[config.mk]
export PLATFORM = sky130hd
export DESIGN_NAME = bbpq_ctrl
export DESIGN_NICKNAME = d
export VERILOG_FILES = /design/src/hw/rtl/bbpq_pkg.sv /design/src/hw/rtl/bbpq_ctrl.sv
export SDC_FILE = /design/constraint.sdc
export NUM_CORES = 1
export LEC_CHECK = 0
export ABC_AREA = 1
export BUFFER_PORTS_ARGS = -buffer_cell sky130_fd_sc_hd__buf_2
export CORE_UTILIZATION = 65
export DETAILED_ROUTE_END_ITERATION = 7
export PLACE_DENSITY = 0.87
export SETUP_SLACK_MARGIN = 0.2
export SLEW_MARGIN = 15
export SYNTH_ARGS = -nofsm -noshare
export SYNTH_HDL_FRONTEND = slang
export SYNTH_SLANG_ARGS = --single-unit
[constraint.sdc]
create_clock -name i_clk -period 7.05 [get_ports i_clk]
set_input_delay 0.3525 -clock i_clk [delete_from_list [all_inputs] [get_ports i_clk]]
set_output_delay 0.3525 -clock i_clk [all_outputs]
set_load 0.02 [all_outputs]
[src/hw/rtl/bbpq_pkg.sv]
// Shared types and constants for the bit-box point quantizer.
// Used by bbpq_ctrl, bbpq_dp and bit_box_point_quantizer; no dependencies.
`timescale 1ns / 1ps
`default_nettype none

package bbpq_pkg;

    localparam int DEF_MAX_POINTS = 64;
    localparam int DEF_MAX_DIMS   = 3;
    localparam int NUM_DIM_REGS   = 3;
    localparam int COORD_W        = 32;
    localparam int STEP_W         = 31;
    localparam int DIV_STEPS      = 32;
    localparam int MAX_BITS       = 33;
    localparam int IN_TDATA_W     = 40;
    localparam int OUT_TDATA_W    = 120;
    localparam int CFG_DATA_W     = 32;

    localparam logic [1:0] REG_DIMS_IN_USE = 2'd0;
    localparam logic [1:0] REG_ERROR_STEP  = 2'd1;

    typedef enum logic [4:0] {
        S_IDLE, S_FILL,
        S_MM_RD, S_MM_UPD, S_MID,
        S_NR_RD, S_NR_DIFF, S_NR_SQ, S_NR_ACC, S_NR_CMP,
        S_BT_RD, S_BT_HALF, S_BT_ITER,
        S_EM_RD_C, S_EM_CAP_C, S_EM_RD_P, S_EM_DIFF, S_EM_DIV, S_EM_MUL, S_EM_OUT
    } t_state;

    typedef enum logic [4:0] {
        OP_NONE, OP_LATCH_STEP, OP_MM_UPD, OP_MID,
        OP_NR_DIFF, OP_NR_SQ, OP_NR_ACC, OP_NR_CMP,
        OP_BT_HALF, OP_BT_ITER, OP_BT_SAVE,
        OP_CAP_C, OP_CODE_DIFF, OP_DIV_STEP, OP_MUL,
        OP_OUT_CENTER, OP_OUT_BITS, OP_OUT_CODE
    } t_dp_op;

    typedef enum logic [1:0] {
        PH_CENTER, PH_BITS, PH_CODE
    } t_phase;

    typedef enum logic [1:0] {
        KIND_CENTER = 2'd0,
        KIND_BITS   = 2'd1,
        KIND_CODE   = 2'd2,
        KIND_UNPRED = 2'd3
    } t_kind;

    typedef struct packed {
        t_dp_op     op;
        logic       we;
        logic       wr_zero;
        logic [1:0] dim;
        logic       first;
        logic       last;
    } t_dp_cmd;

    typedef struct packed {
        logic out_free;
        logic bt_done;
    } t_dp_sts;

endpackage

`default_nettype wire

[src/hw/rtl/bbpq_ctrl.sv]
// Controller of the bit-box point quantizer: load bookkeeping, box-build
// sequence and emit order. Depends on bbpq_pkg; commands bbpq_dp.
`timescale 1ns / 1ps
`default_nettype none

module bbpq_ctrl #(
    parameter int MAX_POINTS = bbpq_pkg::DEF_MAX_POINTS,
    parameter int MAX_DIMS   = bbpq_pkg::DEF_MAX_DIMS
) (
    input  wire logic                                   i_clk,
    input  wire logic                                   i_rst_n,
    input  wire logic                                   i_in_valid,
    output logic                                        o_in_ready,
    input  wire logic                                   i_action,
    input  wire logic                                   i_last_of_point,
    input  wire logic                                   i_last_point,
    input  wire logic [1:0]                             i_dims_in_use,
    input  wire bbpq_pkg::t_dp_sts                      i_sts,
    input  wire logic [$clog2(MAX_POINTS)-1:0]          i_nearest,
    output bbpq_pkg::t_dp_cmd                           o_cmd,
    output logic [$clog2(MAX_POINTS*MAX_DIMS)-1:0]      o_addr,
    output logic [$clog2(MAX_POINTS)-1:0]               o_pt
);
    import bbpq_pkg::*;

    localparam int AW = $clog2(MAX_POINTS * MAX_DIMS);
    localparam int PW = $clog2(MAX_POINTS);
    localparam int CW = $clog2(MAX_POINTS + 1);

    t_state        r_state, n_state;
    logic [CW-1:0] r_count, n_count;
    logic [1:0]    r_cur_dim, n_cur_dim;
    logic          r_set_closed, n_set_closed;
    logic          r_box_ready, n_box_ready;
    logic [1:0]    r_box_dims, n_box_dims;
    logic [PW-1:0] r_i, n_i;
    logic [1:0]    r_d, n_d;
    t_phase        r_phase, n_phase;
    logic [PW-1:0] r_k, n_k;
    logic          r_emit_done, n_emit_done;
    logic [4:0]    r_div_cnt, n_div_cnt;

    logic          v_newset;
    logic [CW-1:0] v_cnt;
    logic [1:0]    v_cd;
    logic [1:0]    v_cd_next;
    logic [PW-1:0] v_pt;
    logic [1:0]    v_dim;
    logic [PW-1:0] v_code_pt;
    logic [1:0]    v_eff_dims;
    logic          v_d_last;
    logic          v_i_last;
    logic          v_k_last;
    logic          v_one_point;

    always_ff @(posedge i_clk) begin
        if (!i_rst_n) begin
            r_state      <= S_IDLE;
            r_count      <= '0;
            r_cur_dim    <= '0;
            r_set_closed <= 1'b0;
            r_box_ready  <= 1'b0;
            r_box_dims   <= '0;
            r_i          <= '0;
            r_d          <= '0;
            r_phase      <= PH_CENTER;
            r_k          <= '0;
            r_emit_done  <= 1'b0;
            r_div_cnt    <= '0;
        end else begin
            r_state      <= n_state;
            r_count      <= n_count;
            r_cur_dim    <= n_cur_dim;
            r_set_closed <= n_set_closed;
            r_box_ready  <= n_box_ready;
            r_box_dims   <= n_box_dims;
            r_i          <= n_i;
            r_d          <= n_d;
            r_phase      <= n_phase;
            r_k          <= n_k;
            r_emit_done  <= n_emit_done;
            r_div_cnt    <= n_div_cnt;
        end
    end

    always_comb begin
        n_state      = r_state;
        n_count      = r_count;
        n_cur_dim    = r_cur_dim;
        n_set_closed = r_set_closed;
        n_box_ready  = r_box_ready;
        n_box_dims   = r_box_dims;
        n_i          = r_i;
        n_d          = r_d;
        n_phase      = r_phase;
        n_k          = r_k;
        n_emit_done  = r_emit_done;
        n_div_cnt    = r_div_cnt;
        o_cmd        = '{op: OP_NONE, we: 1'b0, wr_zero: 1'b0, dim: r_d,
                         first: 1'b0, last: 1'b0};
        o_in_ready   = 1'b0;
        v_pt         = r_i;
        v_dim        = r_d;

        v_newset    = r_set_closed || r_box_ready;
        v_cnt       = v_newset ? '0 : r_count;
        v_cd        = v_newset ? '0 : r_cur_dim;
        v_cd_next   = v_cd + 2'd1;
        v_code_pt   = (r_k < i_nearest) ? r_k : r_k + PW'(1);
        v_eff_dims  = (i_dims_in_use == 2'd0) ? 2'd1 :
                      (i_dims_in_use > 2'(MAX_DIMS)) ? 2'(MAX_DIMS) : i_dims_in_use;
        v_d_last    = (r_d == r_box_dims - 2'd1);
        v_i_last    = (CW'(r_i) == r_count - CW'(1));
        v_k_last    = (CW'(r_k) == r_count - CW'(2));
        v_one_point = (r_count == CW'(1));

        case (r_state)
            S_IDLE: begin
                o_in_ready = 1'b1;
                v_pt       = PW'(v_cnt);
                v_dim      = v_cd;
                if (i_in_valid && !i_action) begin
                    n_set_closed = (v_newset ? 1'b0 : r_set_closed) || i_last_point;
                    n_box_ready  = v_newset ? 1'b0 : r_box_ready;
                    n_emit_done  = 1'b0;
                    n_count      = v_cnt;
                    n_cur_dim    = v_cd;
                    if (v_cnt < CW'(MAX_POINTS)) begin
                        if (v_cd < 2'(MAX_DIMS)) begin
                            o_cmd.we  = 1'b1;
                            n_cur_dim = v_cd_next;
                        end
                        if (i_last_of_point || i_last_point) begin
                            if (v_cd < 2'(MAX_DIMS - 1)) begin
                                n_state = S_FILL;
                            end else begin
                                n_count   = v_cnt + CW'(1);
                                n_cur_dim = '0;
                            end
                        end
                    end
                end else if (i_in_valid && i_action) begin
                    if (!r_box_ready) begin
                        if (r_count != '0) begin
                            o_cmd.op   = OP_LATCH_STEP;
                            n_box_dims = v_eff_dims;
                            n_i        = '0;
                            n_d        = '0;
                            n_state    = S_MM_RD;
                        end
                    end else if (!r_emit_done) begin
                        n_state = (r_phase == PH_BITS) ? S_EM_OUT : S_EM_RD_C;
                    end
                end
            end
            S_FILL: begin
                v_pt          = PW'(r_count);
                v_dim         = r_cur_dim;
                o_cmd.we      = 1'b1;
                o_cmd.wr_zero = 1'b1;
                if (r_cur_dim == 2'(MAX_DIMS - 1)) begin
                    n_count   = r_count + CW'(1);
                    n_cur_dim = '0;
                    n_state   = S_IDLE;
                end else begin
                    n_cur_dim = r_cur_dim + 2'd1;
                end
            end
            S_MM_RD: n_state = S_MM_UPD;
            S_MM_UPD: begin
                o_cmd.op    = OP_MM_UPD;
                o_cmd.first = (r_i == '0);
                n_state     = S_MM_RD;
                if (v_i_last) begin
                    n_i = '0;
                    if (v_d_last) begin
                        n_d     = '0;
                        n_state = S_MID;
                    end else begin
                        n_d = r_d + 2'd1;
                    end
                end else begin
                    n_i = r_i + PW'(1);
                end
            end
            S_MID: begin
                o_cmd.op = OP_MID;
                n_state  = S_NR_RD;
            end
            S_NR_RD: n_state = S_NR_DIFF;
            S_NR_DIFF: begin
                o_cmd.op = OP_NR_DIFF;
                n_state  = S_NR_SQ;
            end
            S_NR_SQ: begin
                o_cmd.op = OP_NR_SQ;
                n_state  = S_NR_ACC;
            end
            S_NR_ACC: begin
                o_cmd.op = OP_NR_ACC;
                if (v_d_last) begin
                    n_state = S_NR_CMP;
                end else begin
                    n_d     = r_d + 2'd1;
                    n_state = S_NR_RD;
                end
            end
            S_NR_CMP: begin
                o_cmd.op    = OP_NR_CMP;
                o_cmd.first = (r_i == '0);
                n_d         = '0;
                if (v_i_last) begin
                    n_i     = '0;
                    n_state = S_BT_RD;
                end else begin
                    n_i     = r_i + PW'(1);
                    n_state = S_NR_RD;
                end
            end
            S_BT_RD: begin
                v_pt    = i_nearest;
                n_state = S_BT_HALF;
            end
            S_BT_HALF: begin
                o_cmd.op = OP_BT_HALF;
                n_state  = S_BT_ITER;
            end
            S_BT_ITER: begin
                if (i_sts.bt_done) begin
                    o_cmd.op = OP_BT_SAVE;
                    if (v_d_last) begin
                        n_box_ready = 1'b1;
                        n_emit_done = 1'b0;
                        n_phase     = PH_CENTER;
                        n_d         = '0;
                        n_k         = '0;
                        n_state     = S_EM_RD_C;
                    end else begin
                        n_d     = r_d + 2'd1;
                        n_state = S_BT_RD;
                    end
                end else begin
                    o_cmd.op = OP_BT_ITER;
                end
            end
            S_EM_RD_C: begin
                v_pt    = i_nearest;
                n_state = S_EM_CAP_C;
            end
            S_EM_CAP_C: begin
                o_cmd.op = OP_CAP_C;
                n_state  = (r_phase == PH_CENTER) ? S_EM_OUT : S_EM_RD_P;
            end
            S_EM_RD_P: begin
                v_pt    = v_code_pt;
                n_state = S_EM_DIFF;
            end
            S_EM_DIFF: begin
                o_cmd.op  = OP_CODE_DIFF;
                n_div_cnt = '0;
                n_state   = S_EM_DIV;
            end
            S_EM_DIV: begin
                o_cmd.op = OP_DIV_STEP;
                if (r_div_cnt == 5'(DIV_STEPS - 1)) begin
                    n_state = S_EM_MUL;
                end else begin
                    n_div_cnt = r_div_cnt + 5'd1;
                end
            end
            S_EM_MUL: begin
                o_cmd.op = OP_MUL;
                n_state  = S_EM_OUT;
            end
            S_EM_OUT: begin
                v_pt = (r_phase == PH_CODE) ? v_code_pt : i_nearest;
                if (i_sts.out_free) begin
                    n_state = S_IDLE;
                    case (r_phase)
                        PH_CENTER: begin
                            o_cmd.op = OP_OUT_CENTER;
                            if (v_d_last) begin
                                n_phase = PH_BITS;
                                n_d     = '0;
                            end else begin
                                n_d = r_d + 2'd1;
                            end
                        end
                        PH_BITS: begin
                            o_cmd.op   = OP_OUT_BITS;
                            o_cmd.last = v_d_last && v_one_point;
                            if (v_d_last) begin
                                n_d         = '0;
                                n_k         = '0;
                                n_phase     = PH_CODE;
                                n_emit_done = v_one_point;
                            end else begin
                                n_d = r_d + 2'd1;
                            end
                        end
                        default: begin
                            o_cmd.op   = OP_OUT_CODE;
                            o_cmd.last = v_d_last && v_k_last;
                            if (v_d_last) begin
                                n_d = '0;
                                if (v_k_last) begin
                                    n_emit_done = 1'b1;
                                end else begin
                                    n_k = r_k + PW'(1);
                                end
                            end else begin
                                n_d = r_d + 2'd1;
                            end
                        end
                    endcase
                end
            end
            default: n_state = S_IDLE;
        endcase
        o_cmd.dim = v_dim;
    end

    assign o_addr = AW'(AW'(v_pt) * AW'(MAX_DIMS)) + AW'(v_dim);
    assign o_pt   = v_pt;

    a_box_nonempty: assert property (@(posedge i_clk) disable iff (!i_rst_n)
        r_box_ready |-> (r_count != '0))
        else $error("box built over an empty set");

    a_count_bound: assert property (@(posedge i_clk) disable iff (!i_rst_n)
        r_count <= CW'(MAX_POINTS))
        else $error("point count beyond capacity");

    a_done_needs_box: assert property (@(posedge i_clk) disable iff (!i_rst_n)
        r_emit_done |-> r_box_ready)
        else $error("emit finished without a box");

    a_emit_returns: assert property (@(posedge i_clk) disable iff (!i_rst_n)
        (r_state == S_EM_OUT && i_sts.out_free) |=> (r_state == S_IDLE))
        else $error("emit did not return to idle");

endmodule

`default_nettype wire

======== Word level (Yosys, flattened, before mapping) ========
Cells that the tools add are included.
word-level totals
  register bits ........................... 40
  logic and storage cells ................. 227
cells by class
  add/subtract/negate cells ............... 12
  $mul .................................... 1
  magnitude comparators ................... 5
  eq/ne operators ......................... 55
  mux-type cells .......................... 106
  bitwise gates (word level) .............. 2
  reduce and logical (&&, ||, !) cells .... 34
operator list
  cell                                                                   count
  5-bit one-hot mux with 20 select lines                                 1
  5-bit 2-to-1 mux                                                       16
  6-bit 2-to-1 mux                                                       12
  5-bit one-hot mux with 14 select lines                                 1
  2-bit 2-to-1 mux                                                       24
  7-bit 2-to-1 mux                                                       6
  5-bit by 4-bit equality test with 1-bit output, second input constant  8
  6-bit one-hot mux with 2 select lines                                  3
  2-bit inequality test, second input constant                           16
  3-bit inequality test, second input constant                           10
  6-bit one-hot mux with 5 select lines                                  1
  5-bit equality test, second input constant                             5
  1-bit 2-to-1 mux                                                       24
  5-bit by 3-bit equality test with 1-bit output, second input constant  4
  5-bit one-hot mux with 2 select lines                                  2
  2-bit one-hot mux with 2 select lines                                  4
  5-bit AND reduction                                                    3
  7-bit by 1-bit adder with 7-bit output, second input constant          2
  6-bit by 7-bit equality test with 1-bit output                         2
  7-bit one-hot mux with 2 select lines                                  1
  6-bit by 1-bit adder with 6-bit output, second input constant          2
  2-bit one-hot mux with 6 select lines                                  1
  5-bit by 2-bit equality test with 1-bit output, second input constant  2
  10-bit AND reduction                                                   1
  other kinds (39)                                                       64

======== Depth between registers and ports, before layout ========
  depth after elaboration ................. 9
  mapped depth ............................ 21

======== Least setup slack after synthesis ========
OpenSTA, ideal clock, no wires.
  path type ............................... register to output
  start ................................... register r_state[0]
  end ..................................... output o_addr[5]
  arrival ................................. 3.677 ns
  setup slack ............................. 3.020 ns
  cell stages (with the launch flop) ...... 20
  buffers on the path ..................... 1
  cell sequence ........................... dfxtp_1 > nor2_1 > nand2_2 > nor2_1 > buf_4 > inv_1 > o21ai_2 > nand2_1 > nand3b_1 > a31oi_1 > a21oi_1 > inv_1 > fa_1 > inv_1 > ha_1 > fa_1 > a21oi_1 > nor2_1 > nor2_1 > xnor2_1
on the way
  word-level cells in the longest chain between the ends .. 5
  elaborated cells between the ends (all ways) .. 11
  those cells by class .................... 1 x add/sub; 1 x mul; 5 x eq/ne; 2 x mux; 2 x reduce/logical
ends and longest elaborated chain
  item                                            RTL line          source
  start: declaration                              bbpq_ctrl.sv:30   t_state r_state, n_state;
  start signal: assignment                        bbpq_ctrl.sv:71   r_state <= n_state;
  5-bit by 4-bit equality test with 1-bit output  bbpq_ctrl.sv:117  case (r_state)
  2-bit OR reduction (no source line)             --
  6-bit one-hot mux with 5 select lines *         bbpq_ctrl.sv:117
  named net o_pt[0]                               bbpq_ctrl.sv:22   output logic [$clog2(MAX_POINTS)-1:0] o_pt
  6-bit by 2-bit multiplier with 8-bit output *   bbpq_ctrl.sv:323  assign o_addr = AW'(AW'(v_pt) * AW'(MAX_DIMS)) + AW'(v_dim);
  8-bit by 2-bit adder with 8-bit output *        bbpq_ctrl.sv:323
  end: declaration                                bbpq_ctrl.sv:21   output logic [$clog2(MAX_POINTS*MAX_DIMS)-1:0] o_addr,
The timed path passes the listed nets; every way through them passes the cells marked *.

======== Worst setup path in the final report ========
  start ................................... register r_state[4]
  end ..................................... output o_addr[5]
on the way
  word-level cells in the longest chain between the ends .. 5
  elaborated cells between the ends (all ways) .. 11
  those cells by class .................... 1 x add/sub; 1 x mul; 5 x eq/ne; 2 x mux; 2 x reduce/logical
ends and longest elaborated chain
  item                                            RTL line
  5-bit by 4-bit equality test with 1-bit output  bbpq_ctrl.sv:117
  2-bit OR reduction (no source line)             --
  6-bit one-hot mux with 5 select lines           bbpq_ctrl.sv:117
  6-bit by 2-bit multiplier with 8-bit output     bbpq_ctrl.sv:323
  8-bit by 2-bit adder with 8-bit output *        bbpq_ctrl.sv:323
Mark *: on every way between the ends. The rest lies on a longest branch, timed or not.

==> results.py <==
metrics = {
    "outcome": {
        "outcome": "complete, no violations",
    },
    "route": {
        "met3_length_mm": 1.22,
        "m1WireLength_mm": 5.00,
        "drt-pass1-iter-count": 8,
        "viasPerCell": 6.00,
        "drt-initial-drc-count": 542,
        "top_layer": "met4",
        "drc": 0,
        "wire_per_inst_um": 15.2,
        "via_count": 4887,
        "dr_wl_met2_mm": 5.57,
        "routed_wl_mm": 12.4,
        "drtAntennaViolNets": 0,
    },
    "worst_setup_path": {
        "cpPeakStageDelay_ns": 0.53,
        "critPathArrivalTime_ns": 4.46,
        "path_cells": "inv_2 -> nand2_2 -> nor2_1 -> inv_1 -> o21ai_2 -> nand2_1 -> nand3b_1 -> a31oi_1 -> a21oi_1 -> inv_1 -> fa_1 -> inv_1 -> ha_1 -> fa_1 -> a21oi_1 -> nor2_1 -> nor2_1 -> xnor2_1 -> buf_2",
        "crit_required_ns": 6.70,
        "path_class": "flip-flop to output pin",
        "cp_num_cells": 19,
        "cp_num_buf_inv": 5,
        "crit_path_start_kind": "flip-flop",
        "endpoint_kind": "output pin",
        "cp_max_fo": 11,
        "cpMaxStageDelayCell": "fa_1",
        "rr_worst_depth": 12,
        "path_delay_family": "adder cells",
    },
    "clocking": {
        "numCtsBuffers": 5,
        "hold_buffers": 0,
        "cts_setup_buffers": 0,
        "cts_num_sinks": 40,
        "path_clk_slew_ns": 0.08,
        "ctsHtreeMaxLevel": 2,
        "clkLatencyLatePin_ns": 0.30,
        "post_cts_resized": 0,
        "cts_tree": "built",
        "root_buffer": "clkbuf_8",
        "clockBufferDepth": 2,
    },
    "timing": {
        "finClkSkew_ns": 0.0109,
        "worstMarginPinSlew_ns": 0.750,
        "period_needed_ns": 4.81,
        "setup_violations": 0,
        "hold_viol": 0,
        "setup_tns_ns": 0,
        "slew-limit-headroom_pct": 49.5,
        "fmax_mhz": 208,
        "period_share_pct": 68.2,
        "slew_viol_final": 0,
        "rsz0062_at_grt": "false",
        "fin_hold_ws_ns": 0.339,
    },
    "yosys": {
        "synth_cells": 702,
        "synth-seq-cells": 40,
        "yosysSeqAreaShare_pct": 19.4,
        "syn-num-nets": 749,
        "synth.area.top_cells": "dfxtp_1 (19%), nand2_1 (17%), ha_1 (8.8%)",
        "synthTopCellsByCount": "nand2_1 (186), inv_1 (92), nor2_1 (80)",
        "avgSynthCellArea_um2": 5.89,
        "synth_edf_count": 0,
        "synthArstFlopShare_pct": 0,
        "synthDistinctLibCells": 47,
        "yosysMostFrequentCell": "nand2_1",
        "synth_top_area_share_pct": 19.4,
        "ys.flop_type": "dfxtp_1",
        "synth_top_cell_by_area": "dfxtp_1",
        "synth_warnings": 0,
        "syn_area_um2": 4140,
    },
    "floorplanning": {
        "fp.dieW_um": 81.8,
        "die_h_um": 81.8,
        "design.die.area_um2": 6690,
        "start_util_pct": 68.6,
        "io_pins": 42,
        "fp-row-count": 28,
        "core_area_um2": 6030,
    },
    "cells_and_area": {
        "final_area_um2": 4460,
        "layout.cells.non_filler": 814,
        "layout-drive-gt1-share_pct": 9.47,
        "layout.nets": 786,
        "diodes": 0,
        "area_delta_synth_final_pct": 7.92,
    },
    "place": {
        "place_congestion": 1.02,
        "placed_cells": 807,
        "port_buffers": 41,
        "post-dp-hpwl_mm": 9.82,
        "placed_area_um2": 4380,
    },
    "global_route": {
        "grt_max_degree": 19,
        "grt_pass1_wl_mm": 19.9,
        "grt_usage_pct": 38.4,
        "antenna_found_initial": 0,
        "gr-total-overflow": 0,
        "grt_pass1_vias": 4449,
    },
    "worst_hold_path": {
        "hold_depth": 3,
        "hp-class": "input pin to flip-flop",
    },
    "flow_run": {
        "drv_cap": 0,
    },
    "pwr": {
        "worst_ir_drop_vdd_mv": 0.770,
        "power.leakage_nw": 2.32,
        "powerDensity_nw_per_um2": 473,
        "finalPower_mw": 2.11,
    },
}
## sequential cells by signal, indices dropped and copies added, names as in the netlist, 2 cells and up
signal / count
r_count: 7
r_i: 6
r_k: 6
r_div_cnt: 5
r_state: 5
r_box_dims: 2
r_cur_dim: 2
r_d: 2
r_phase: 2
## layout make-up
class | instances | area (µm²)
sequential | 40 | 801
tap | 75 | 93.8
clock buffer | 5 | 68.8
fill | 524 | 1560
multi-input combinational | 554 | 2920
inverter | 97 | 367
timing repair buffer | 41 | 205
clock inverter | 2 | 12.5
## placed cells by master (no fill, tap or decap), types with 3 or more instances in the layout
cell type / instances
nand2_1: 186
inv_1: 92
nor2_1: 80
a21oi_1: 54
nand3_1: 51
o21ai_0: 42
buf_2: 41
dfxtp_1: 40
ha_1: 29
nor3_1: 16
nand4_1: 15
xor2_1: 12
a31oi_1: 10
xnor2_1: 6
nand2_2: 5
or2_2: 5
clkbuf_8: 5
nor4_1: 4
or2_0: 4
inv_2: 3
o2111ai_1: 3
## worst paths after layout
check | endpoint | startpoint | slack, ns
worst min register to register | r_set_closed | r_set_closed | 0.50
worst min-delay path | r_box_dims[0] | i_dims_in_use[0] | 0.34
worst max-delay path | o_addr[5] | r_state[4] | 2.24
worst max register to register | r_i[5] | r_count[0] | 4.33
## metal layers
layer | track usage, % | up-vias
met4 | 18.8 | 0
met1 | 46.4 | 2125
met3 | 6.44 | 74
met2 | 65.4 | 300
met5 | 0 | -
li1 | - | 2388
## where the power goes
| group | switching [mW] | internal (mW) | leakage, nW |
|---|---|---|---|
| clock | 0.0875 | 0.0672 | 0.0400 |
| sequential | 0.0654 | 0.263 | 0.325 |
| combinational | 1.10 | 0.526 | 1.96 |
## per-stage QoR
step	worst slack, ns	util [%]
after floorplan	3.02	-
after global placement	2.84	72.7
after detailed placement	2.61	72.7
after CTS	2.28	74.1
after global routing	1.89	74.1
final	2.24	74.1
## logic make-up after synthesis
logic type,synth area share [%]
AO/OA/AOI/OAI,18.4
AND/OR/NAND/NOR,38.5
adder cells (fa/ha/maj),9.74
XOR/XNOR,3.81
buffers and inverters,10.1
flip-flops,19.4
## worst reg2reg max path, stage by stage, from the launching register on
cell	delay (ns)
dfxtp_1	0.61
inv_1	0.24
ha_1	0.42
or2_2	0.13
nand3_1	0.07
nor2_1	0.11
nand2_1	0.09
nor2_1	0.21
nand2_1	0.13
nand2_1	0.16
nand3_1	0.12
nand2_1	0.22
nor3_1	0.08
Power figures use the tool's default switching activity.
